$ cat src/rtl/core/art_pkg.sv
package art_pkg;

    localparam int ADDR_W    = 64;
    localparam int PROT_W    = 3;
    localparam int FLAGS_W   = 32;
    localparam int CNT_W     = 9;
    localparam int CFG_IDX_W = 1;

    localparam logic [ADDR_W-1:0] RESET_MIN_ADDRESS = 64'hffff_8000_0000_0000;
    localparam logic [ADDR_W-1:0] RESET_MAX_ADDRESS = 64'hffff_ffff_ffff_ffff;

    localparam logic [CFG_IDX_W-1:0] CFG_MIN_ADDRESS = 1'b0;
    localparam logic [CFG_IDX_W-1:0] CFG_MAX_ADDRESS = 1'b1;

    typedef enum logic [1:0] {
        ACT_ENTER    = 2'd0,
        ACT_LOOKUP   = 2'd1,
        ACT_REMOVE   = 2'd2,
        ACT_RESERVED = 2'd3
    } action_t;

    typedef enum logic [1:0] {
        ST_OK      = 2'd0,
        ST_INVALID = 2'd1,
        ST_NOSPACE = 2'd2
    } status_t;

    typedef struct packed {
        action_t              action;
        logic [ADDR_W-1:0]    address;
        logic [ADDR_W-1:0]    size;
        logic [PROT_W-1:0]    prot;
        logic [PROT_W-1:0]    prot_limit;
        logic [FLAGS_W-1:0]   flags;
    } in_item_t;

    typedef struct packed {
        status_t              status;
        logic                 found;
        logic [ADDR_W-1:0]    region_start;
        logic [ADDR_W-1:0]    region_end;
        logic [PROT_W-1:0]    region_prot;
        logic [PROT_W-1:0]    region_prot_limit;
        logic [FLAGS_W-1:0]   region_flags;
        logic [CNT_W-1:0]     removed_count;
        logic [CNT_W-1:0]     occupied_count;
    } out_item_t;

    typedef struct packed {
        logic                 valid;
        logic [FLAGS_W-1:0]   flags;
        logic [PROT_W-1:0]    prot_limit;
        logic [PROT_W-1:0]    prot;
        logic [ADDR_W-1:0]    end_addr;
        logic [ADDR_W-1:0]    start_addr;
    } slot_t;

    typedef enum logic [2:0] {
        SEQ_CLEAR  = 3'd0,
        SEQ_IDLE   = 3'd1,
        SEQ_CHECK  = 3'd2,
        SEQ_SCAN   = 3'd3,
        SEQ_COMMIT = 3'd4
    } seq_state_t;

    typedef struct packed {
        logic ready;
        logic clearing;
        logic check;
        logic scan_issue;
        logic cmp_valid;
        logic commit;
    } seq_ctrl_t;

    typedef struct packed {
        logic accept;
        logic skip;
        logic out_free;
    } seq_stat_t;

endpackage

$ cat src/rtl/core/art_cmp.sv
// Range test shared by enter, lookup and remove: lo < slot_end and slot_start below hi
// (or at hi when incl is set, which turns it into a point lookup).
module art_cmp (
    input  logic [art_pkg::ADDR_W-1:0] lo,
    input  logic [art_pkg::ADDR_W-1:0] hi,
    input  logic                       incl,
    input  logic [art_pkg::ADDR_W-1:0] slot_start,
    input  logic [art_pkg::ADDR_W-1:0] slot_end,
    output logic                       match
);

    logic below_end;
    logic start_ok;

    assign below_end = lo < slot_end;
    assign start_ok  = incl ? (slot_start <= hi) : (slot_start < hi);
    assign match     = below_end && start_ok;

endmodule

$ cat config.mk
export PLATFORM = sky130hd
export DESIGN_NAME = art_cmp
export DESIGN_NICKNAME = d
export VERILOG_FILES = /design/src/rtl/core/art_pkg.sv /design/src/rtl/core/art_cmp.sv
export SDC_FILE = /design/constraint.sdc
export NUM_CORES = 1
export LEC_CHECK = 0
export ABC_AREA = 1
export BUFFER_PORTS_ARGS = -buffer_cell sky130_fd_sc_hd__clkbuf_2
export CORE_AREA = 2 2 101 103
export DETAILED_ROUTE_END_ITERATION = 16
export DIE_AREA = 0 0 103 105
export MAX_ROUTING_LAYER = met4
export PLACE_DENSITY = 0.82
export SLEW_MARGIN = 10
export SYNTH_ARGS = -nofsm -noshare
export SYNTH_HDL_FRONTEND = slang
export SYNTH_SLANG_ARGS = --single-unit
$ cat constraint.sdc
create_clock -name vclk -period 3.8
set_input_delay 1.14 -clock vclk [all_inputs]
set_output_delay 1.14 -clock vclk [all_outputs]
set_load 0.01 [all_outputs]
---- Word-level counts from Yosys, hierarchy flattened ----
Index checks and enable logic that the tools add are counted.
storage, ports and cells
  bits in registers ....................... 0
  bits of input ports ..................... 257
  output and inout port bits .............. 1
operators by class
  $lt $le $gt $ge ......................... 3
  mux-type cells .......................... 1
  reductions and logical operators ........ 1
operators with widths
  kind                         count
  less-than comparator 64 bit  2
  <= comparator 64 bit         1
  logical AND 1 bit            1
  two-way mux 1 bit            1

---- Longest topological paths before layout ----
  depth in word-level cells ............... 3
  gate-level depth with buffers ........... 16
  mapped depth without buffers ............ 16

---- Worst setup path before layout ----
No wires, ideal clock.
  kind .................................... input to output
  start point ............................. input port hi[63] (netlist name)
  end point ............................... output port match
  arrival time ............................ 2.286 ns
  required time ........................... 2.660 ns
  setup slack ............................. 0.374 ns
  cell stages on the path ................. 12
  buffers on the path ..................... 0
  path through ............................ inv_1 > ha_1 > nand2_2 > nor2_2 > nand2_1 > nor2_2 > nand2_2 > nor2_2 > nand4_1 > nand2_1 > inv_1 > nor2_2
on the way
  cells in the longest elaborated chain, start to end .. 3
  elaborated cells between the ends (all ways) .. 4
  classes of those cells .................. 2 x order compare; 1 x mux; 1 x reduce/logical
RTL lines
  what                                                                        RTL line       text
  from (decl)                                                                 art_cmp.sv:5   input logic [art_pkg::ADDR_W-1:0] hi,
  less-than comparator 64 bit / <= comparator 64 bit (equally long branches)  art_cmp.sv:16  assign start_ok = incl ? (slot_start <= hi) : (slot_start < hi);
  two-way mux 1 bit (*)                                                       art_cmp.sv:16
  logical AND 1 bit (*)                                                       art_cmp.sv:17  assign match = below_end && start_ok;
  to (decl)                                                                   art_cmp.sv:9   output logic match
Every way passes the cells marked *; elsewhere a longest branch is shown, timed or not.

---- Worst setup path after layout ----
  start point ............................. input port slot_end[63] (netlist name)
  end point ............................... output port match
on the way
  cells in the longest elaborated chain, start to end .. 2
RTL lines
  what                         RTL line       text
  from (decl)                  art_cmp.sv:8   input logic [art_pkg::ADDR_W-1:0] slot_end,
  less-than comparator 64 bit  art_cmp.sv:15  assign below_end = lo < slot_end;
  logical AND 1 bit            art_cmp.sv:17
Every way passes these cells.

==> insert_results.sql <==
INSERT INTO impl_metrics (metric_group, metric, value, unit) VALUES
('worst_setup_path', 'crit_path_max_incr_delay', '250', 'ps'),
('layout', 'final_core_util', '52.66', '%'),
('clock_network', 'cts_hold_buf', '0', ''),
('sta', 'setup_violations', '0', ''),
('power', 'power.density', '95.20', 'nW/um^2'),
('grt', 'first_global_vias', '3981', ''),
('power', 'switching_share', '49.46', '%'),
('logic_synthesis', 'mappedNetlistNets', '947', ''),
('sta', 'highest_clock_frequency_the_design_can_meet', '268.7', 'MHz'),
('power', 'clock_power_share', '0', '%'),
('power', 'power.static_leakage', '3.466', 'nW'),
('power', 'switchingPower', '0.2390', 'mW'),
('power', 'cell_internal_pwr', '0.2442', 'mW'),
('sta', 'final-hold-violation-count', '0', ''),
('status', 'run_status', 'finished, final reports clean', ''),
('min_path', 'worst_hold_path_type', 'primary input to primary output', ''),
('logic_synthesis', 'synthCells', '563', ''),
('layout', 'syn2layout_area_growth', '49.04', '%'),
('floorplanning', 'top_level_ports', '258', ''),
('worst_setup_path', 'crit_path_cell_trace', 'clkbuf_2 > inv_2 > ha_4 > nand2_1 > inv_2 > nand3_2 > nor3_2 > and3_4 > nand2_2 > nor2_2 > nand2_1 > nand2_1 > nor2_2 > buf_2', ''),
('route', 'route.detailed.wl_per_inst', '11.15', 'um'),
('worst_setup_path', 'slowest_stage', 'sky130_fd_sc_hd__ha_4', ''),
('layout', 'num_antenna_cells', '0', ''),
('layout', 'seq_cells', '0', ''),
('logic_synthesis', 'synthesis.area', '3406', 'sq um'),
('floorplanning', 'fp.dieArea', '10820', 'sq um'),
('worst_setup_path', 'critical_path_arrival', '2580', 'ps'),
('place', 'io_port_bufs', '258', ''),
('place', 'detailedPlacementHpwl', '10.06', 'mm'),
('worst_setup_path', 'criticalPathCategory', 'primary input to primary output', ''),
('route', 'wl', '10.67', 'mm'),
('floorplanning', 'floorplan.initialDensity', '35.33', '%'),
('logic_synthesis', 'synth_area_per_cell', '6.049', 'sq um'),
('sta', 'timing.final.crit_period', '3722', 'ps'),
('grt', 'overflow', '0', ''),
('worst_setup_path', 'startpoint_types', 'primary input', ''),
('layout', 'n_clock_buffer', '0', ''),
('logic_synthesis', 'synth.lib_cells_used.distinct', '20', ''),
('layout', 'multi_input_area', '3007', 'sq um'),
('floorplanning', 'coreArea', '9639', 'sq um'),
('sta', 'period_share', '97.95', '%'),
('grt', 'number_of_antenna_violations_at_the_first_check_in_global_routing', '0', ''),
('run', 'max_capacitance_violation_count', '0', ''),
('route', 'via_count', '4252', ''),
('sta', 'slew_violations', '0', ''),
('layout', 'drive_gt1_share', '37.62', '%'),
('logic_synthesis', 'yosys_warnings', '0', ''),
('route', 'firstDrtPassIters', '5', ''),
('grt', 'grt_start_max_net_pins', '5', ''),
('power', 'report.power.total', '0.4833', 'mW'),
('floorplanning', 'floorplan.die.width', '103', 'um'),
('grt', 'first_pass_grt_wire_length', '16.07', 'mm'),
('worst_setup_path', 'setup.worst_path.end_class', 'primary output', ''),
('power', 'seq_pwr_share', '0', '%'),
('layout', 'final.fill_count', '994', ''),
('route', 'drt_iter0_markers', '117', ''),
('route', 'ant_nets', '0', ''),
('worst_setup_path', 'crit_family', 'simple AND/OR/NAND/NOR gates', ''),
('worst_setup_path', 'path_buf_inv', '4', ''),
('power', 'power.share.combinational', '100.0', '%'),
('floorplanning', 'fp.dieH', '105', 'um'),
('grt', 'grtUsageTotal', '18.37', '%'),
('logic_synthesis', 'yosysSeqAreaShare', '0', '%'),
('route', 'post_drt_via_cell_ratio', '4.443', ''),
('worst_setup_path', 'crit_top_cell', 'sky130_fd_sc_hd__nand2_1', ''),
('layout', 'area.sequential', '0', 'sq um'),
('power', 'peakVddDrop', '0.04797', 'mV'),
('route', 'drc_errors', '0', ''),
('logic_synthesis', 'leading_area_contributor_after_synthesis', 'sky130_fd_sc_hd__ha_1', ''),
('place', 'globalplace.congestion', '0.9083', ''),
('sta', 'maxSlewHeadroom', '80.46', '%'),
('worst_setup_path', 'critPathMaxFanout', '2', ''),
('layout', 'final_net_count', '1210', ''),
('worst_setup_path', 'worst_ep_required', '2660', 'ps'),
('sta', 'worst_slew_pin_tran', '290.8', 'ps'),
('logic_synthesis', 'ys_top_cells_by_area', 'sky130_fd_sc_hd__ha_1, sky130_fd_sc_hd__inv_1, sky130_fd_sc_hd__nand2_1, sky130_fd_sc_hd__a21oi_1, sky130_fd_sc_hd__nor2_1', ''),
('floorplanning', 'placement_rows', '36', ''),
('logic_synthesis', 'synth_largest_type_area_fraction', '46.66', '%');
## path summary, 6_finish.rpt
check,from,endpoint,depth (start not counted)
hold / removal,incl,match,8
setup / recovery,slot_end[63],match,14
## power by group through the flow
stage	clock network, mW	registers (mW)	logic (mW)
after global placement	0	0	0.443
after floorplan	0	0	0.255
after global routing	0	0	0.561
after detailed placement	0	0	0.457
after CTS	0	0	0.462
final	0	0	0.483
## Yosys cell counts, drive strengths merged
| cell type | number |
|---|---|
| nand2 | 134 |
| clkinv | 1 |
| nand3 | 14 |
| and3 | 1 |
| ha | 127 |
| nand4 | 8 |
| nor3 | 4 |
| o21ai | 11 |
| o21a | 3 |
| a21o | 4 |
| a21oi | 51 |
| a21boi | 1 |
| a31oi | 1 |
| nor2 | 47 |
| inv | 156 |
## placed cells by master, fill, tap and decap left out
cell and instances:
sky130_fd_sc_hd__clkbuf_2 257, sky130_fd_sc_hd__inv_1 147, sky130_fd_sc_hd__nand2_1 122, sky130_fd_sc_hd__ha_1 120, sky130_fd_sc_hd__a21oi_1 49, sky130_fd_sc_hd__nor2_1 33
sky130_fd_sc_hd__nand3_1 12, sky130_fd_sc_hd__nand2_2 11, sky130_fd_sc_hd__inv_2 9, sky130_fd_sc_hd__nor2_2 9, sky130_fd_sc_hd__nand4_1 8, sky130_fd_sc_hd__ha_4 7
sky130_fd_sc_hd__o21ai_0 6, sky130_fd_sc_hd__o21ai_1 5, sky130_fd_sc_hd__nor2_4 5, sky130_fd_sc_hd__a21o_1 4, sky130_fd_sc_hd__o21a_1 3, sky130_fd_sc_hd__buf_4 3
sky130_fd_sc_hd__a21oi_2 2, sky130_fd_sc_hd__nor3_2 2, sky130_fd_sc_hd__nor3_1 2, sky130_fd_sc_hd__nand3_2 2, sky130_fd_sc_hd__a31oi_1 1, sky130_fd_sc_hd__and3_4 1
sky130_fd_sc_hd__nand2_4 1, sky130_fd_sc_hd__clkinv_1 1, sky130_fd_sc_hd__a21boi_1 1, sky130_fd_sc_hd__buf_2 1
## cell families after synthesis
logic type / after synthesis / synth area share (%)
and+or+nand+nor: 208 / 24.98
buffers and inverters: 157 / 17.30
adders and majority gates: 127 / 46.66
AOI/OAI and AO/OA: 71 / 11.06
## metrics by stage
stage | std cells | instance area [sq um] | setup TNS, ps | setup slack [ps] | hold WS [ps]
2_1_floorplan | 563 | 3406 | 0 | 373.5 | 2579
3_3_place_gp | 956 | 4878 | 0 | 45.77 | 2816
3_5_place_dp | 956 | 4878 | -27.74 | -27.74 | 2815
4_1_cts | 956 | 4886 | 0 | 14.46 | 2819
5_1_grt | 957 | 5076 | -60.56 | -60.56 | 2865
6_report | 957 | 5076 | 0 | 77.89 | 2830
## area by class of cell
| cell class | instances | area share, % |
|---|---|---|
| multi-input cells | 406 | 59.23 |
| repair buffers | 261 | 25.88 |
| inverters | 157 | 11.61 |
| well taps | 133 | 3.278 |
## layer usage
layer | track usage, % | part of all wire, %
met3 | 0.8696 | 5.4
met1 | 21.47 | 41
met2 | 34.65 | 53
met4 | 2.726 | 1.1
met5 | - | 0
## timing repair
action / 4_1_cts / 5_1_grt
endpoints found under the setup margin: 1 / 1
endpoints found under the hold margin: 0 / 0
buffers inserted: 0 / 1
resized for setup: 2 / 37
pin swaps: 1 / 17
(Power assumes the default switching activity.)
