$ cat config.mk
export PLATFORM = sky130hd
export DESIGN_NAME = art_seq
export DESIGN_NICKNAME = d
export VERILOG_FILES = /design/src/rtl/core/art_pkg.sv /design/src/rtl/core/art_seq.sv
export SDC_FILE = /design/constraint.sdc
export NUM_CORES = 1
export LEC_CHECK = 0
export BUFFER_PORTS_ARGS = -buffer_cell sky130_fd_sc_hd__buf_2
export CELL_PAD_IN_SITES_DETAIL_PLACEMENT = 0
export CELL_PAD_IN_SITES_GLOBAL_PLACEMENT = 1
export CORE_MARGIN = 5
export CORE_UTILIZATION = 35
export CTS_CLUSTER_DIAMETER = 200
export CTS_CLUSTER_SIZE = 16
export DETAILED_ROUTE_END_ITERATION = 10
export HOLD_SLACK_MARGIN = 0.15
export PLACE_DENSITY_LB_ADDON = 0.1
export SLEW_MARGIN = 5
export SYNTH_ARGS = -nofsm -noshare
export SYNTH_HDL_FRONTEND = slang
export SYNTH_SLANG_ARGS = --single-unit
$ cat constraint.sdc
create_clock -name clk -period 1.7 [get_ports clk]
set_clock_uncertainty 0.1 [all_clocks]
set_input_delay 0.085 -clock clk [delete_from_list [all_inputs] [get_ports clk]]
set_output_delay 0.085 -clock clk [all_outputs]
set_load 0.005 [all_outputs]
$ cat src/rtl/core/art_pkg.sv
package art_pkg;

    localparam int ADDR_W    = 64;
    localparam int PROT_W    = 3;
    localparam int FLAGS_W   = 32;
    localparam int CNT_W     = 9;
    localparam int CFG_IDX_W = 1;

    localparam logic [ADDR_W-1:0] RESET_MIN_ADDRESS = 64'hffff_8000_0000_0000;
    localparam logic [ADDR_W-1:0] RESET_MAX_ADDRESS = 64'hffff_ffff_ffff_ffff;

    localparam logic [CFG_IDX_W-1:0] CFG_MIN_ADDRESS = 1'b0;
    localparam logic [CFG_IDX_W-1:0] CFG_MAX_ADDRESS = 1'b1;

    typedef enum logic [1:0] {
        ACT_ENTER    = 2'd0,
        ACT_LOOKUP   = 2'd1,
        ACT_REMOVE   = 2'd2,
        ACT_RESERVED = 2'd3
    } action_t;

    typedef enum logic [1:0] {
        ST_OK      = 2'd0,
        ST_INVALID = 2'd1,
        ST_NOSPACE = 2'd2
    } status_t;

    typedef struct packed {
        action_t              action;
        logic [ADDR_W-1:0]    address;
        logic [ADDR_W-1:0]    size;
        logic [PROT_W-1:0]    prot;
        logic [PROT_W-1:0]    prot_limit;
        logic [FLAGS_W-1:0]   flags;
    } in_item_t;

    typedef struct packed {
        status_t              status;
        logic                 found;
        logic [ADDR_W-1:0]    region_start;
        logic [ADDR_W-1:0]    region_end;
        logic [PROT_W-1:0]    region_prot;
        logic [PROT_W-1:0]    region_prot_limit;
        logic [FLAGS_W-1:0]   region_flags;
        logic [CNT_W-1:0]     removed_count;
        logic [CNT_W-1:0]     occupied_count;
    } out_item_t;

    typedef struct packed {
        logic                 valid;
        logic [FLAGS_W-1:0]   flags;
        logic [PROT_W-1:0]    prot_limit;
        logic [PROT_W-1:0]    prot;
        logic [ADDR_W-1:0]    end_addr;
        logic [ADDR_W-1:0]    start_addr;
    } slot_t;

    typedef enum logic [2:0] {
        SEQ_CLEAR  = 3'd0,
        SEQ_IDLE   = 3'd1,
        SEQ_CHECK  = 3'd2,
        SEQ_SCAN   = 3'd3,
        SEQ_COMMIT = 3'd4
    } seq_state_t;

    typedef struct packed {
        logic ready;
        logic clearing;
        logic check;
        logic scan_issue;
        logic cmp_valid;
        logic commit;
    } seq_ctrl_t;

    typedef struct packed {
        logic accept;
        logic skip;
        logic out_free;
    } seq_stat_t;

endpackage

$ cat src/rtl/core/art_seq.sv
module art_seq #(
    parameter int SLOTS = 256
) (
    input  logic                      clk,
    input  logic                      rst_n,
    input  art_pkg::seq_stat_t        stat,
    output art_pkg::seq_ctrl_t        ctrl,
    output logic [$clog2(SLOTS)-1:0]  rd_idx,
    output logic [$clog2(SLOTS)-1:0]  cmp_idx
);

    localparam int IDX_W = $clog2(SLOTS);
    localparam int CTR_W = IDX_W + 1;

    art_pkg::seq_state_t state_reg, state_next;
    logic [CTR_W-1:0]    idx_reg, idx_next;
    logic                cmp_valid_reg, cmp_valid_next;
    logic [IDX_W-1:0]    cmp_idx_reg, cmp_idx_next;
    logic                issue;
    logic                clear_last;
    logic                scan_last;

    assign issue      = (state_reg == art_pkg::SEQ_SCAN) && (idx_reg < CTR_W'(SLOTS));
    assign clear_last = idx_reg[IDX_W-1:0] == IDX_W'(SLOTS - 1);
    assign scan_last  = cmp_valid_reg && (cmp_idx_reg == IDX_W'(SLOTS - 1));

    always_comb
    begin
        state_next = state_reg;
        case (state_reg)
            art_pkg::SEQ_CLEAR:
            begin
                if (clear_last)
                    state_next = art_pkg::SEQ_IDLE;
            end
            art_pkg::SEQ_IDLE:
            begin
                if (stat.accept)
                    state_next = art_pkg::SEQ_CHECK;
            end
            art_pkg::SEQ_CHECK:
            begin
                state_next = stat.skip ? art_pkg::SEQ_COMMIT : art_pkg::SEQ_SCAN;
            end
            art_pkg::SEQ_SCAN:
            begin
                if (scan_last)
                    state_next = art_pkg::SEQ_COMMIT;
            end
            art_pkg::SEQ_COMMIT:
            begin
                if (stat.out_free)
                    state_next = art_pkg::SEQ_IDLE;
            end
            default:
            begin
                state_next = art_pkg::SEQ_IDLE;
            end
        endcase
    end

    always_comb
    begin
        idx_next       = idx_reg;
        cmp_valid_next = issue;
        cmp_idx_next   = idx_reg[IDX_W-1:0];
        case (state_reg)
            art_pkg::SEQ_CLEAR:
            begin
                idx_next = clear_last ? '0 : idx_reg + 1'b1;
            end
            art_pkg::SEQ_CHECK:
            begin
                idx_next = '0;
            end
            art_pkg::SEQ_SCAN:
            begin
                if (issue)
                    idx_next = idx_reg + 1'b1;
            end
            default:
            begin
                idx_next = idx_reg;
            end
        endcase
    end

    always_comb
    begin
        ctrl            = '0;
        ctrl.ready      = state_reg == art_pkg::SEQ_IDLE;
        ctrl.clearing   = state_reg == art_pkg::SEQ_CLEAR;
        ctrl.check      = state_reg == art_pkg::SEQ_CHECK;
        ctrl.scan_issue = issue;
        ctrl.cmp_valid  = cmp_valid_reg;
        ctrl.commit     = state_reg == art_pkg::SEQ_COMMIT;
    end

    assign rd_idx  = idx_reg[IDX_W-1:0];
    assign cmp_idx = cmp_idx_reg;

    always_ff @(posedge clk or negedge rst_n)
    begin
        if (!rst_n)
        begin
            state_reg     <= art_pkg::SEQ_CLEAR;
            idx_reg       <= '0;
            cmp_valid_reg <= 1'b0;
            cmp_idx_reg   <= '0;
        end
        else
        begin
            state_reg     <= state_next;
            idx_reg       <= idx_next;
            cmp_valid_reg <= cmp_valid_next;
            cmp_idx_reg   <= cmp_idx_next;
        end
    end

endmodule

# Word level (Yosys, flattened, before mapping)
# Cells that the tools add are included.
[totals]
input_bits = 5
out_inout_bits = 22
wordCells = 32
register_bits = 21
[op_classes]
n_reduce_logical = 6
n_mux = 9
addsub = 1
n_eq_ne = 11
order_cmp = 1
[op_table]
columns = ["cell", "n"]
rows = [
  ["case mux 9 bit (3 select lines)", 1],
  ["2-to-1 mux 9 bit", 2],
  ["== test 8 bit, second input constant", 2],
  ["2-to-1 mux 3 bit", 5],
  ["case mux 3 bit (5 select lines)", 1],
  ["adder 9 x 1 -> 9 bit, second input constant", 1],
  ["< comparator 9 bit, second input constant", 1],
  ["inequality test 2 bit, second input constant", 4],
  ["== test 3 x 2 -> 1 bit, second input constant", 2],
  ["AND reduction 4 bit", 1],
  ["== test 3 x 1 -> 1 bit, second input constant", 1],
  ["== test 3 bit, second input constant", 1],
  ["zero test 3 bit", 1],
  ["nonzero test 3 bit", 1],
  ["logical AND 1 bit", 2],
  ["inequality test 2 x 1 -> 1 bit, second input constant", 1],
  ["AND reduction 2 bit", 1],
]

# Depth between registers and ports, before layout
[depth]
ltp_word = 4
depth_mapped = 8
depth_no_buf = 8

# Worst setup path before layout
# Ideal clock, no wire load.
[synth_path]
kind = "register -> register"
start = "register idx_reg[0]"
end = "register idx_reg[8]"
path_stages_with_launch = 9
period_less_slack_ns = 1.605
setup_slack_ns = 0.095
arrival_ns = 1.368
setup_time_ns = 0.137
path_cell_list = "dfrtp_1 ha_1 nand3_1 nor2_1 inv_1 ha_1 nor2_1 a21oi_1 o21ai_0"
[synth_between]
elab_chain_len = 4
word_cells_on_any_way = 9
cone_classes = "1 x add/sub; 1 x order compare; 2 x eq/ne; 3 x mux; 2 x reduce/logical"
[synth_rtl]
columns = ["item", "line_no", "source"]
rows = [
  ["start, declared", "art_seq.sv:16", "logic [CTR_W-1:0] idx_reg, idx_next;"],
  ["start signal, assigned", "art_seq.sv:114", "idx_reg <= idx_next;"],
  ["< comparator 9 bit", "art_seq.sv:23", "assign issue = (state_reg == art_pkg::SEQ_SCAN) && (idx_reg < CTR_W'(SLOTS));"],
  ["logical AND 1 bit", "art_seq.sv:23", ""],
  ["inequality test 2 bit (no source line)", "n/a", ""],
  ["AND reduction 2 bit (no source line)", "n/a", ""],
]
# Parallel ways exist; a longest one is shown, timed or not. The select of a mux whose other input is x is not followed.
# A chain may end at the register's enable or synchronous reset.

==> tab_implementation.tex <==
\begin{tabular}{lr}
\hline
Metric & Value \\
\hline
\multicolumn{2}{l}{\textbf{Placed design}} \\
Final HPWL DP & 1.85 mm \\
Port buffer count & 26 \\
Final estimated routing congestion in global placement & around 0.75 \\
Instance area at placement & 0.00123 mm² \\
Placed cells & between 150 and 200 \\
\multicolumn{2}{l}{\textbf{Synthesis}} \\
Cell type with the largest total area after synthesis & sky130\_fd\_sc\_hd\_\_dfrtp\_1 \\
Top cells by area in the synthesized netlist & sky130\_fd\_sc\_hd\_\_dfrtp\_1, sky130\_fd\_sc\_hd\_\_buf\_4, sky130\_fd\_sc\_hd\_\_o31ai\_1 \\
Sequential cell area fraction in the yosys report & 0.490 \\
Distinct cell type count of the synthesized netlist & 30 \\
Number of cells produced by synthesis & 108 \\
Synthesized cell area & about 0.0011 mm² \\
Yosys Warn Count & 0 \\
Avg Inst Size Synth & 9.94 µm² \\
Share of the synthesized area in the top cell type & 0.490 \\
Number of nets produced by synthesis & 115 \\
FF+latch count, synth & 21 \\
\multicolumn{2}{l}{\textbf{Clocking}} \\
Clock-pin slew on the worst setup and hold paths & between 100 and 150 ps \\
CTS Root Cell & sky130\_fd\_sc\_hd\_\_clkbuf\_4 \\
Clock Latency Late Sink & $\sim$300 ps \\
Clock sink count & 21 \\
Maximum buffer depth of the clock tree & 2 \\
TritonCTS clock tree & done \\
H-tree depth reported by CTS & 1 \\
Inserted Clock Buffers & 3 \\
\multicolumn{2}{l}{\textbf{Floorplan}} \\
Initial Util & 0.358 \\
Count of pins on the block boundary & 27 \\
Die width & 65.4 µm \\
Vertical die dimension & around 65 µm \\
Area enclosed by the die boundary & between 0.004 and 0.005 mm² \\
Total core area & $\sim$0.003 mm² \\
Number of placement rows & 20 \\
\multicolumn{2}{l}{\textbf{Final layout}} \\
Post-Layout Cell Count & roughly 170 \\
FILL cells & 310 \\
Sequential cell area & 529 µm² \\
Number of nets in the layout & 149 \\
Post-synthesis to final-layout area growth & 23.1\% \\
Footprint of the multi-input gates & between 400 and 500 µm² \\
Number of flip-flops in the largest register & 9 \\
Diode insertion count for antenna repair & 0 \\
Fraction of final layout cells sized beyond drive strength 1 & 0.397 \\
Final design instance area without fill & 0.00132 mm² \\
\multicolumn{2}{l}{\textbf{Worst setup path}} \\
Critical Path AT & 1450 ps \\
Type of element launching the critical path & flip-flop \\
Worst Path Class, Setup & reg2out \\
Req. time, crit path & 1510 ps \\
Critical-path maximum fanout & 6 \\
Endpoint type of the worst setup path & output pin \\
\multicolumn{2}{l}{\textbf{Global route}} \\
Global route overflow & 0 \\
Vias in the first global route & 915 \\
Met2 GRT Util & 0.198 \\
Global-route wire length before repair & 4.33 mm \\
Met1 Track Usage GR & 0.187 \\
Global-route met3 utilization & 0.0274 \\
Overall fraction of global-route tracks in use & 0.129 \\
Maximum number of pins on one net before global-route repair & 22 \\
Antenna violations before repair & 0 \\
GRT Max-Usage Layer & met2 \\
\multicolumn{2}{l}{\textbf{Drt}} \\
Final routed wirelength across all metal layers & 2.43 mm \\
Via-to-Cell Ratio & 5.06 \\
Antenna Nets Post-Route & 0 \\
First-iteration detailed-routing DRC count & 35 \\
First drt pass iteration count & 4 \\
DRC violation count after routing & 0 \\
Vias & 880 \\
Routed len/inst & between 10 and 15 µm \\
\multicolumn{2}{l}{\textbf{Timing}} \\
Pins Over Slew Limit & 0 \\
Transition time at the pin with the least slew margin & 466 ps \\
Relative slew slack & 0.690 \\
Smallest hold slack & 161 ps \\
Number of failing hold endpoints at the final stage & 0 \\
Final TNS setup & 0 ps \\
Fraction of the cycle the final worst path needs & 0.962 \\
Final setup violating endpoints & 0 \\
Highest attainable clock frequency & 0.612 GHz \\
Minimum clock period after layout & 1640 ps \\
\multicolumn{2}{l}{\textbf{Power and ir drop}} \\
Static leakage & 0.644 nW \\
P per Cell Area & 579 mW/mm² \\
Worst ir drop on vdd & between 0.0002 and 0.0003 V \\
Final total power & 765 µW \\
\multicolumn{2}{l}{\textbf{Hold path}} \\
Min-delay worst type & in2async \\
\multicolumn{2}{l}{\textbf{Run status}} \\
Status & finished, final reports clean \\
\multicolumn{2}{l}{\textbf{Flow run}} \\
Maximum capacitance violations & 0 \\
\hline
\end{tabular}
-- area by class of cell --
type,count,area share
timing repair buffer,43,0.199
inverter,6,0.0170
tap,33,0.0312
multi-input combinational,67,0.331
sequential,21,0.401
clock inverter,1,0.00379
clock buffer,3,0.0170
-- placed cells by master, fill, tap and decap left out, types with 4 or more instances in the layout --
cell	synthesis	final
sky130_fd_sc_hd__a21oi_1	7	7
sky130_fd_sc_hd__buf_2	0	26
sky130_fd_sc_hd__buf_4	10	15
sky130_fd_sc_hd__dfrtp_1	21	18
sky130_fd_sc_hd__inv_1	6	6
sky130_fd_sc_hd__nand2_1	7	7
sky130_fd_sc_hd__nand3_1	4	4
sky130_fd_sc_hd__nor2_1	9	8
sky130_fd_sc_hd__o21ai_0	7	6
sky130_fd_sc_hd__o31ai_1	5	5
sky130_fd_sc_hd__or4_1	4	4
-- per-stage QoR --
stage,setup WS (ps),util
5_1_grt,-13.2,0.440
6_report,64.9,0.440
3_5_place_dp,62.1,0.410
2_1_floorplan,94.6,-
4_1_cts,16.3,0.428
3_3_place_gp,70.8,0.410
-- power by group --
group	leakage, nW	internal (mW)	switching (mW)
clock	0.0177	0.0875	0.158
combinational	0.376	0.00742	0.0121
sequential	0.251	0.499	0
total	0.644	0.594	0.170
-- cell families (layout without fill, tap and decap cells) --
group / after synthesis / after routing / share of synthesized area
multiplexers: 1 / 1 / 0.00932
XOR/XNOR: 2 / 2 / 0.0163
flip-flops: 21 / 21 / 0.490
adder cells (fa/ha/maj): 2 / 2 / 0.0233
AO/OA/AOI/OAI: 28 / 28 / 0.170
AND/OR/NAND/NOR: 34 / 34 / 0.172
buffers and inverters: 20 / 53 / 0.119
-- what timing repair did --
item                                    CTS  global route
endpoints found under the setup margin    2             8
pin swaps                                 0             1
endpoints found under the hold margin    24             0
buffers inserted                          0             3
hold buffers                              2             0
resized for setup                         2             6
-- synthesized netlist by cell type --
cell                        instances
sky130_fd_sc_hd__mux2i_1            1
sky130_fd_sc_hd__or4_1              4
sky130_fd_sc_hd__inv_1              6
sky130_fd_sc_hd__o21ai_0            7
sky130_fd_sc_hd__dfrtp_1           21
sky130_fd_sc_hd__nand2b_1           2
sky130_fd_sc_hd__and3b_2            1
sky130_fd_sc_hd__a2bb2oi_1          1
sky130_fd_sc_hd__o22ai_1            1
sky130_fd_sc_hd__buf_4             10
sky130_fd_sc_hd__nand2_1            7
sky130_fd_sc_hd__a22o_1             1
sky130_fd_sc_hd__nor3_1             1
sky130_fd_sc_hd__a211oi_1           2
sky130_fd_sc_hd__clkbuf_1           2
sky130_fd_sc_hd__xnor2_1            2
sky130_fd_sc_hd__a21o_1             2
sky130_fd_sc_hd__ha_1               2
sky130_fd_sc_hd__nand4_1            2
sky130_fd_sc_hd__or2b_1             1
sky130_fd_sc_hd__o221ai_1           1
sky130_fd_sc_hd__o31ai_1            5
sky130_fd_sc_hd__nor2_1             9
sky130_fd_sc_hd__buf_6              2
sky130_fd_sc_hd__a211oi_2           1
sky130_fd_sc_hd__nand3_1            4
sky130_fd_sc_hd__nand2b_4           1
sky130_fd_sc_hd__a21oi_1            7
sky130_fd_sc_hd__or3_2              1
sky130_fd_sc_hd__and2_1             1
-- critical path: stages (launching register included) --
cell and delay, ps:
sky130_fd_sc_hd__dfrtp_2 470, sky130_fd_sc_hd__or3_2 510, sky130_fd_sc_hd__inv_1 70, sky130_fd_sc_hd__buf_2 100
-- path summary, 6_finish.rpt --
| kind | start | endpoint | slack [ps] | depth (start not counted) |
|---|---|---|---|---|
| max | state_reg[2]$_DFFE_PN0P_ | ctrl[4] | 60 | 3 |
| min | rst_n | cmp_idx[7]$_DFF_PN0_ | 160 | 2 |
| max reg2reg | idx_reg[8]$_DFFE_PN0P_ | idx_reg[5]$_DFFE_PN0P_ | 80 | 4 |
| min reg2reg | idx_reg[7]$_DFFE_PN0P_ | cmp_idx[7]$_DFF_PN0_ | 380 | 0 |
| max in group asynchronous | rst_n | state_reg[1]$_DFFE_PN0P_ | 1000 | 2 |
| min in group clk | stat[2] | state_reg[1]$_DFFE_PN0P_ | 240 | 4 |
-- metal layers --
layer	routed length, µm	up-vias
met1	1210	422
met5	0	-
met3	103	2
met4	15	0
li1	-	440
met2	1100	16
Power figures use the tool's default switching activity.
