**config.mk**
```make
export PLATFORM = sky130hd
export DESIGN_NAME = art_ram
export DESIGN_NICKNAME = d
export VERILOG_FILES = /design/src/rtl/core/art_ram.sv
export SDC_FILE = /design/constraint.sdc
export NUM_CORES = 1
export LEC_CHECK = 0
export BUFFER_PORTS_ARGS = -buffer_cell sky130_fd_sc_hd__buf_2
export CAP_MARGIN = 15
export CORE_ASPECT_RATIO = 2
export CORE_UTILIZATION = 54
export DETAILED_ROUTE_END_ITERATION = 7
export MAX_ROUTING_LAYER = met4
export PLACE_DENSITY = 0.76
export SLEW_MARGIN = 20
export SYNTH_ARGS = -nofsm -noshare
export SYNTH_HDL_FRONTEND = slang
export SYNTH_SLANG_ARGS = --single-unit
```
**constraint.sdc**
```tcl
create_clock -name clk -period 1.45 [get_ports clk]
set_input_delay 0 -clock clk [delete_from_list [all_inputs] [get_ports clk]]
set_output_delay 0 -clock clk [all_outputs]
set_load 0.02 [all_outputs]
```
**src/rtl/core/art_ram.sv**
```systemverilog
module art_ram #(
    parameter int WIDTH = 8,
    parameter int DEPTH = 16
) (
    input  logic                     clk,
    input  logic                     we,
    input  logic [$clog2(DEPTH)-1:0] waddr,
    input  logic [WIDTH-1:0]         wdata,
    input  logic [$clog2(DEPTH)-1:0] raddr,
    output logic [WIDTH-1:0]         rdata
);

    logic [WIDTH-1:0] mem [DEPTH];
    logic [WIDTH-1:0] rdata_reg;

    always_ff @(posedge clk)
    begin
        if (we)
        begin
            mem[waddr] <= wdata;
        end
        rdata_reg <= mem[raddr];
    end

    assign rdata = rdata_reg;

endmodule

```
; Yosys cells after proc, flatten, opt, wreduce, memory -nomap -nowiden
; Memories as Yosys holds them, arrays and structs flattened. A register that Yosys moved wholly into a read port is not among the register bits.
; Cells that the tools add are included.
[word_totals]
elab_cells = 3
regBits = 0
n_memories = 1
in_bits = 18
ram_bits = 128
[classes]
mux = 2
[mem_list]
columns = name, words, width, read_ports, rd_ports_with_merged_regs, write_ports, line
row1 = mem, 16, 8, 1, 1, 1, 13  ; logic [WIDTH-1:0] mem [DEPTH];
[ops]
columns = op, count
row1 = 2-to-1 mux 1 bit, 2

; Logic depth before layout (Yosys ltp)
; Gate-level depths: netlist of the first run.
[logic_depth]
word_depth = 2
ltp_mapped = 5
mapped_depth_nobuf = 3

; Worst setup path after synthesis of the first run
; Ideal clock, no wire load.
[synth_path]
path_kind = input to register
from = in waddr[2]
to = mem mem[0][0], enable pin
cell_stages = 2
slack_ns = -0.043
arrival_time_ns = 1.110
required_ns = 1.067
cell_sequence = or3b_2 > nor3_1
[synth_rtl]
columns = item, line
row1 = "start, declared", 7  ; input logic [$clog2(DEPTH)-1:0] waddr,
row2 = "end, declared", 13
; No word-level cell before the write port.

==> results by group, run 1 <==
Cells and area
  – Area taken by flip-flops and latches: 4000 um^2
  – Ratio of cells with drive above 1 in the final layout: 32.7%
  – Layout area overhead: 22.7%
  – Filler Cell Count: 561
  – Post-layout nets: about 310
  – Area of the multi-input gates: 1060 um^2
  – Fin util: slightly below 70%
  – Antenna diode count: 0
  – Largest register FFs: 128

Logic synthesis
  – Top cells by instance count after synthesis: 128 x edfxtp_1, 18 x mux4_2, 16 x a22oi_1
  – Top cells by area, synth: edfxtp_1 75%, mux4_2 7.9%, mux4_1 7.1%
  – Top-area cell type share of the netlist area: 74.7%
  – Post-synthesis cell area: 5150 um^2
  – Yosys cell types: 19
  – Most frequent cell after synthesis: edfxtp_1
  – Largest area contributor in the netlist: edfxtp_1
  – Synth Instances: 229
  – Mapped Nets: between 200 and 250
  – #FFs+latches synth: 136
  – Asr flop ratio synth: 0%
  – Synth warnings: 0
  – Avg Inst Size Synth: 22.5 um^2
  – Post-synth top flop: edfxtp_1
  – Register area share after synthesis: 77.8%
  – Number of synthesized flops with an enable pin: 128

Timing
  – Setup TNS: 0 ns
  – Slew Viols, Final: 0
  – F_max: 740 MHz
  – Minimum clock period: 1.35 ns
  – Skew final: about 0.01 ns
  – Setup ws final: 0.0995 ns
  – Hold Violations, Final: 0
  – Max-slew headroom: about three quarters
  – Final setup violation count: 0
  – RSZ-0062 raised after global routing: no
  – Worst-Margin Slew: 0.383 ns
  – Tcrit/Tclk final: 93.1%
  – Hold WS: between 0.1 and 0.15 ns

Clock network
  – Clk_lat worst skew: approximately 0.42 ns
  – Post-CTS Setup Repair Bufs: 0
  – CTS tree: yes
  – PostCTS Resize Cnt: 0
  – H-tree lvl count: 4
  – Worst-path clk slew: 0.05 ns
  – Hold buffer count at cts: 8
  – Clock Path Buffers: 2
  – CTS Root Cell: clkbuf_16
  – Clock Sinks: 136
  – CTS Buf Count: 17

GRT
  – Largest net degree at the start of global routing: 33
  – Total track usage: 23.1%
  – Vias in the first global route: 2708
  – Global-route wire length before repair: 15200 um
  – Initial antenna violation count: 0
  – GRT Residual Overflow: 0

Floorplan
  – Initial core utilization: 55.2%
  – Core box area: approximately 9300 um^2
  – Die Wd: 71.0 um
  – Die Y: 140 um
  – Io pins: 26
  – Num rows: 50
  – Die area: ~10000 um^2

Run
  – Max cap viols: 0

Detailed routing
  – Wire length per cell: ~24 um
  – Initial DRC Count: 195
  – Detailed-route via count: 2469
  – # DRC: 2
  – DR vias/cell: approximately 6.0
  – Routed WL: 9750 um
  – Routed Antenna Nets: 0
  – TritonRoute pass-1 iters: 6

Critical path
  – CP max-delay cell: mux4_1
  – Flop-to-flop setup slack: 0.1 ns
  – CP Capture Type: flop
  – Slowest stage delay, CP: 0.54 ns
  – Crit Path Category: flop to flop
  – CP Launch Type: flop
  – Crit path DAT: ~1.7 ns
  – Worst Path Required: 1.75 ns
  – Crit Path Max Fanout: 1
  – CP cell instances: mux4_1, a22oi_1, nand2_1

Power
  – Pleak: 2.20 nW
  – Power per cell area: ~1500 nW/um^2
  – Max VDD drop: 1440 uV

Placed design
  – Post-DP HPWL: 6470 um
  – Dpl ws: roughly 0.058 ns
  – Routability cong.: about 0.8
  – Count of input and output buffers: 25

Run status
  – Failing checks: DRC
  – Status: complete, but fails checks

Worst hold path
  – Worst hold path type: input port to flop
[cells in the final DEF, fill, tap and decap left out, types with 2 or more instances in the layout]
| cell type | n |
|---|---|
| nand3b_1 | 2 |
| clkbuf_8 | 3 |
| mux4_1 | 14 |
| bufinv_16 | 6 |
| clkinv_4 | 2 |
| edfxtp_1 | 128 |
| dlygate4sd3_1 | 8 |
| nand2b_1 | 2 |
| mux4_2 | 18 |
| nor2_1 | 13 |
| clkinvlp_4 | 2 |
| nor3_1 | 3 |
| clkbuf_16 | 17 |
| dfxtp_1 | 8 |
| buf_4 | 22 |
| nand2_1 | 9 |
| a22oi_1 | 16 |
| buf_12 | 3 |
| buf_2 | 25 |
[cells by family (layout without fill, tap and decap cells)]
| group | Yosys count | in the layout | share of synthesized area [%] |
|---|---|---|---|
| DFF | 136 | 136 | 77.8 |
| and+or+nand+nor | 35 | 35 | 3.18 |
| AOI/OAI and AO/OA | 16 | 16 | 2.33 |
| muxes | 32 | 32 | 15.0 |
| buffers and inverters | 10 | 90 | 1.68 |
[cell type report]
type | instances | area share [%]
clock inverters | 11 | 3.45
flip-flops and latches | 136 | 63.4
multi-input cells | 83 | 16.8
repair buffers | 58 | 6.82
well taps | 104 | 2.06
clock buffers | 21 | 7.45
[per-stage QoR]
stage / power (mW) / cell area, um^2 / instances
2_1_floorplan: 4.75 / 5150 / 229
3_3_place_gp: 4.93 / 5550 / 373
3_5_place_dp: 4.95 / 5550 / 373
4_1_cts: 9.82 / 6310 / 413
5_1_grt: 10.0 / 6310 / 413
6_report: 9.75 / 6310 / 413
[worst max-delay path: cells and delay by family, from the launching register on]
kind / cells / cell delay [ns]
AO/OA/AOI/OAI: 1 / 0.24
flip-flops: 1 / 0.36
AND/OR/NAND/NOR: 1 / 0.09
multiplexers: 1 / 0.54
[worst paths after layout]
kind               end  cells after the start  startpoint
max           rdata[0]                      3   mem[1][0]
min          mem[0][0]                      3    waddr[0]
max reg2reg   rdata[0]                      3   mem[1][0]
min reg2reg   rdata[3]                      3  mem[14][3]
[where the power goes]
group | switching [mW] | internal [mW]
Clock | 1.51 | 3.36
Combinational | 0.256 | 0.201
Sequential | 0.0284 | 4.40
[metal layers]
layer | global-route usage, % | routed length [um]
met1 | 25.1 | 3640
met2 | 38.4 | 5550
met3 | 6.40 | 298
met4 | 11.9 | 263
met5 | - | 0
(Power assumes the default switching activity.)
==> inputs of run 2 (changes only) <==
- CORE_UTILIZATION: 54 -> 29
- PLACE_DENSITY: 0.76 -> 0.47
==> run 2 against run 1 <==
  * The flow now finishes without violations
  * Final area increased by 0.20%
  * Core utilization is 31 points lower
  * Worst hold slack improved by 0.012 ns
==> results by group, run 2 (synthesis results as in run 1) <==
Run status
  – Status: complete, no violations

Power
  – Tot Pwr: 9.04 mW
  – Power per cell area: 1430 nW/um^2
  – Max VDD drop: about 630 uV
  – Gate power share: around 5.1%
  – P_int: slightly above 7 mW
  – Sw Share: 20.4%
  – Sw power: between 1.5 and 2 mW
  – Flop pwr share: 48.9%
  – Pleak: 2.15 nW
  – Clock network fraction of design power: 46.0%

Detailed routing
  – Routed Antenna Nets: 0
  – # DRC: 0
  – DR vias/cell: 4.70
  – Wire length per cell: 21.2 um
  – TritonRoute pass-1 iters: 6
  – Detailed-route via count: about 2.4k
  – Routed WL: approximately 11000 um
  – Initial DRC Count: 107

Clock network
  – Clock Path Buffers: 2
  – Post-CTS Setup Repair Bufs: 0
  – Clock Sinks: 136
  – H-tree lvl count: 4
  – Worst-path clk slew: around 0.060 ns
  – CTS tree: yes
  – Clk_lat worst skew: 0.41 ns
  – CTS Buf Count: 17
  – CTS Root Cell: clkbuf_16

GRT
  – Global-route wire length before repair: between 15000 and 20000 um
  – Vias in the first global route: 2731
  – Largest net degree at the start of global routing: 33
  – Total track usage: 14.0%
  – Initial antenna violation count: 0
  – GRT Residual Overflow: 0

Floorplan
  – Core box area: 17300 um^2
  – Num rows: 68
  – Io pins: 26
  – Die Y: 190 um
  – Die Wd: about 96 um
  – Initial core utilization: between 20% and 30%
  – Die area: between 15000 and 20000 um^2

Timing
  – Worst-Margin Slew: 0.784 ns
  – Minimum clock period: around 1.3 ns
  – RSZ-0062 raised after global routing: no
  – Max-slew headroom: 47.7%
  – Hold WS: about 0.15 ns
  – Skew final: 0.00555 ns
  – Tcrit/Tclk final: between 90% and 100%
  – Hold Violations, Final: 0
  – Final setup violation count: 0
  – Setup TNS: 0 ns
  – Setup ws final: ~0.12 ns
  – Slew Viols, Final: 0
  – F_max: between 700 and 800 MHz

Placed design
  – Routability cong.: 0.698
  – Count of input and output buffers: 25
  – Post-DP HPWL: 7550 um
  – Placed Area: 5670 um^2
  – Dpl cells: 479
  – Dpl ws: 0.0174 ns

Cells and area
  – Post-Layout Inst Area: 6330 um^2
  – Post-layout nets: 314
  – Layout area overhead: 22.9%
  – Largest register FFs: 128
  – Commonest non-fill, non-tap cells in the layout: 128 x edfxtp_1, 25 x buf_2, 23 x buf_4
  – Fin util: 36.6%
  – Antenna diode count: 0
  – Commonest non-fill, non-tap cell in the layout: edfxtp_1
  – Ratio of cells with drive above 1 in the final layout: 32.8%
  – Final cell count without fillers: a little over 500

Run
  – Max cap viols: 0

Critical path
  – Worst Path Required: between 1.5 and 2 ns
  – Slowest stage delay, CP: 0.53 ns
  – CP cell instances: mux4_1, a22oi_1, nand2_1
  – Crit path max-delay family: multiplexers
  – Crit Path Category: flop to flop
  – Crit path buffers/inverters: 0
  – Crit Path Max Fanout: 1
  – CP max-delay cell: mux4_1
  – Crit path DAT: 1.62 ns
  – CP Launch Type: flop
  – CP Capture Type: flop

Worst hold path
  – Worst hold path type: input port to flop
==> run 2: cell types whose count changed in the layout (fill, tap and decap cells not counted), sizes merged <==
cell | before | now
clkinvlp | 2 | 4
clkbuf | 21 | 19
bufinv | 6 | 2
clkinv | 3 | 6
==> run 2: area by class of cell <==
type                            instances  area, um^2
Clock buffer                           19         453
Multi-Input combinational cell         83        1060
Fill cell                            1607       10900
Timing Repair Buffer                   58         418
Clock inverter                         12         128
Sequential cell                       136        4000
Tap cell                              210         263
==> run 2: worst paths after layout <==
kind,start,to,slack [ns],cells after the start
max,mem[5][1],rdata[1],0.12,3
max reg2reg,mem[5][1],rdata[1],0.12,3
min,waddr[0],mem[0][6],0.15,3
min reg2reg,mem[15][0],rdata[0],0.67,3
==> run 2: tightest hold or removal path: cells and delay by family <==
family        cells  cell delay [ns]
buf+inv           2             0.32
simple gates      1             0.06
==> run 2: power by group through the flow <==
stage | sequential (mW) | combinational (mW) | clock (mW)
floorplan | 4.53 | 0.223 | 0
global placement | 4.50 | 0.457 | 0
detailed placement | 4.51 | 0.463 | 0
CTS | 4.43 | 0.481 | 4.24
global route | 4.43 | 0.508 | 4.39
finish | 4.42 | 0.464 | 4.15
==> run 2: metal layers <==
| layer | track usage (%) | wire length [um] | vias to the layer above |
|---|---|---|---|
| met5 | - | 0 | - |
| met4 | 6.54 | 199 | 0 |
| met3 | 3.07 | 272 | 9 |
| met2 | 25.6 | 6610 | 47 |
| met1 | 13.4 | 3900 | 1274 |
| li1 | - | - | 1103 |
==> run 2: what timing repair did <==
action / 4_1_cts / 5_1_grt
hold endpoints to repair: 128 / 0
resized for setup: 0 / 0
hold buffers: 8 / 0
==> inputs of run 3 (changes only) <==
- CELL_PAD_IN_SITES_DETAIL_PLACEMENT: unset -> 1
- CELL_PAD_IN_SITES_GLOBAL_PLACEMENT: unset -> 2
- CORE_UTILIZATION: 29 -> 43
- PLACE_DENSITY: 0.47 -> 0.76
==> run 3 against run 2 <==
  * Flip-flop and latch count stayed put
  * Global-route usage is 6.3 points higher
  * Sequential share of layout area is 0.075 points higher
  * Clock skew is 0.00055 ns higher
  * Critical endpoint is now rdata[5]
==> results by group, run 3 (synthesis results as in run 1) <==
Run status
  – Status: complete, no violations

Critical path
  – CP Launch Type: flop
  – Crit Path Max Fanout: 1
  – Crit path DAT: 1.66 ns
  – CP Capture Type: flop
  – Worst Path Required: 1.74 ns
  – Crit Path Category: flop to flop

Cells and area
  – Commonest non-fill, non-tap cells in the layout: 128 x edfxtp_1, 25 x buf_2, 20 x buf_4
  – Ratio of cells with drive above 1 in the final layout: 31.7%
  – Fin util: between 50 and 60%
  – Final cell count without fillers: roughly 450
  – Antenna diode count: 0
  – Layout area overhead: 22.8%
  – Commonest non-fill, non-tap cell in the layout: edfxtp_1
  – Post-layout nets: 312
  – Largest register FFs: between 100 and 150

Placed design
  – Dpl cells: 412
  – Post-DP HPWL: 7170 um
  – Dpl ws: -0.00395 ns
  – Count of input and output buffers: 25
  – Routability cong.: 0.827

Clock network
  – Worst-path clk slew: 0.06 ns
  – Clk_lat worst skew: around 0.4 ns
  – CTS tree: yes
  – CTS Buf Count: 17
  – CTS Root Cell: clkbuf_16
  – Clock Sinks: 136
  – Post-CTS Setup Repair Bufs: 0
  – H-tree lvl count: 4
  – Clock Path Buffers: 2

Timing
  – Worst-Margin Slew: 0.418 ns
  – Hold Violations, Final: 0
  – F_max: roughly 730 MHz
  – Minimum clock period: around 1.4 ns
  – Final setup violation count: 0
  – Tcrit/Tclk final: 94.5%
  – Setup ws final: 0.0790 ns
  – RSZ-0062 raised after global routing: no
  – Setup TNS: 0 ns
  – Skew final: just over 0.006 ns
  – Max-slew headroom: 72.2%
  – Slew Viols, Final: 0

Detailed routing
  – Routed Antenna Nets: 0
  – Wire length per cell: between 20 and 25 um
  – DR vias/cell: 5.47
  – # DRC: 0
  – Routed WL: 10900 um
  – Initial DRC Count: 170
  – Detailed-route via count: 2465
  – TritonRoute pass-1 iters: 4

GRT
  – Total track usage: 20.2%
  – Largest net degree at the start of global routing: 33
  – Vias in the first global route: 2786
  – Global-route wire length before repair: approximately 16000 um
  – GRT Residual Overflow: 0
  – Initial antenna violation count: 0

Floorplan
  – Core box area: roughly 12000 um^2
  – Num rows: 56
  – Die Wd: around 79 um
  – Initial core utilization: a little over two fifths
  – Die area: about 12000 um^2
  – Io pins: 26
  – Die Y: 157 um

Worst hold path
  – Worst hold path type: input port to flop

Run
  – Max cap viols: 0

Power
  – Tot Pwr: 9.66 mW
  – Pleak: around 2.2 nW
  – Max VDD drop: 1450 uV
  – Power per cell area: 1530 nW/um^2
-- run 3: cell count changes in the layout (fill, tap and decap cells not counted) --
| cell | before | now |
|---|---|---|
| clkinv_2 | 4 | 1 |
| buf_12 | 2 | 3 |
| bufinv_16 | 2 | 6 |
| clkbuf_1 | 0 | 1 |
| clkinv_4 | 2 | 1 |
| clkinv_1 | 0 | 1 |
| clkbuf_8 | 2 | 0 |
| buf_4 | 23 | 20 |
-- run 3: power by group --
group	switching [mW]	leakage [nW]	internal (mW)	total (mW)
Combinational	0.269	0.640	0.201	0.470
Clock	1.57	0.306	3.20	4.77
Sequential	0.0261	1.22	4.40	4.42
-- run 3: path summary, 6_finish.rpt --
kind,startpoint,end,slack [ns],cells after the start
worst min-delay path,waddr[0],mem[0][6],0.17,3
worst max-delay path,mem[1][5],rdata[5],0.08,3
worst max register to register,mem[1][5],rdata[5],0.08,3
worst min register to register,mem[4][2],rdata[2],0.68,3
-- run 3: routing by layer --
layer | up-vias | GRT usage, % | wire length [um]
met1 | 1277 | 21.6 | 4000
li1 | 1101 | - | -
met2 | 63 | 34.9 | 6220
met3 | 24 | 3.85 | 331
met5 | - | - | 0
met4 | 0 | 10.9 | 354
-- run 3: layout make-up --
class,count,area (um^2)
timing repair buffer,56,415
tap,145,181
fill,1029,5380
multi-input combinational,83,1060
clock inverter,13,228
sequential,136,4000
clock buffer,18,429
-- run 3: per-stage QoR --
stage	instance area, um^2	hold slack [ns]
2_1_floorplan	5150	0.0989
3_3_place_gp	5580	0.389
3_5_place_dp	5580	0.408
4_1_cts	6320	0.161
5_1_grt	6320	0.173
6_report	6320	0.173
-- run 3: critical path: stages, from the launching register on --
cell	delay (ns)
edfxtp_1	0.35
mux4_1	0.54
a22oi_1	0.26
nand2_1	0.10
-- run 3: repair_timing --
action                                 4_1_cts  5_1_grt
gates resized for setup                      0        0
setup endpoints to repair                    0        0
hold buffers                                 8        0
endpoints found under the hold margin      120        0
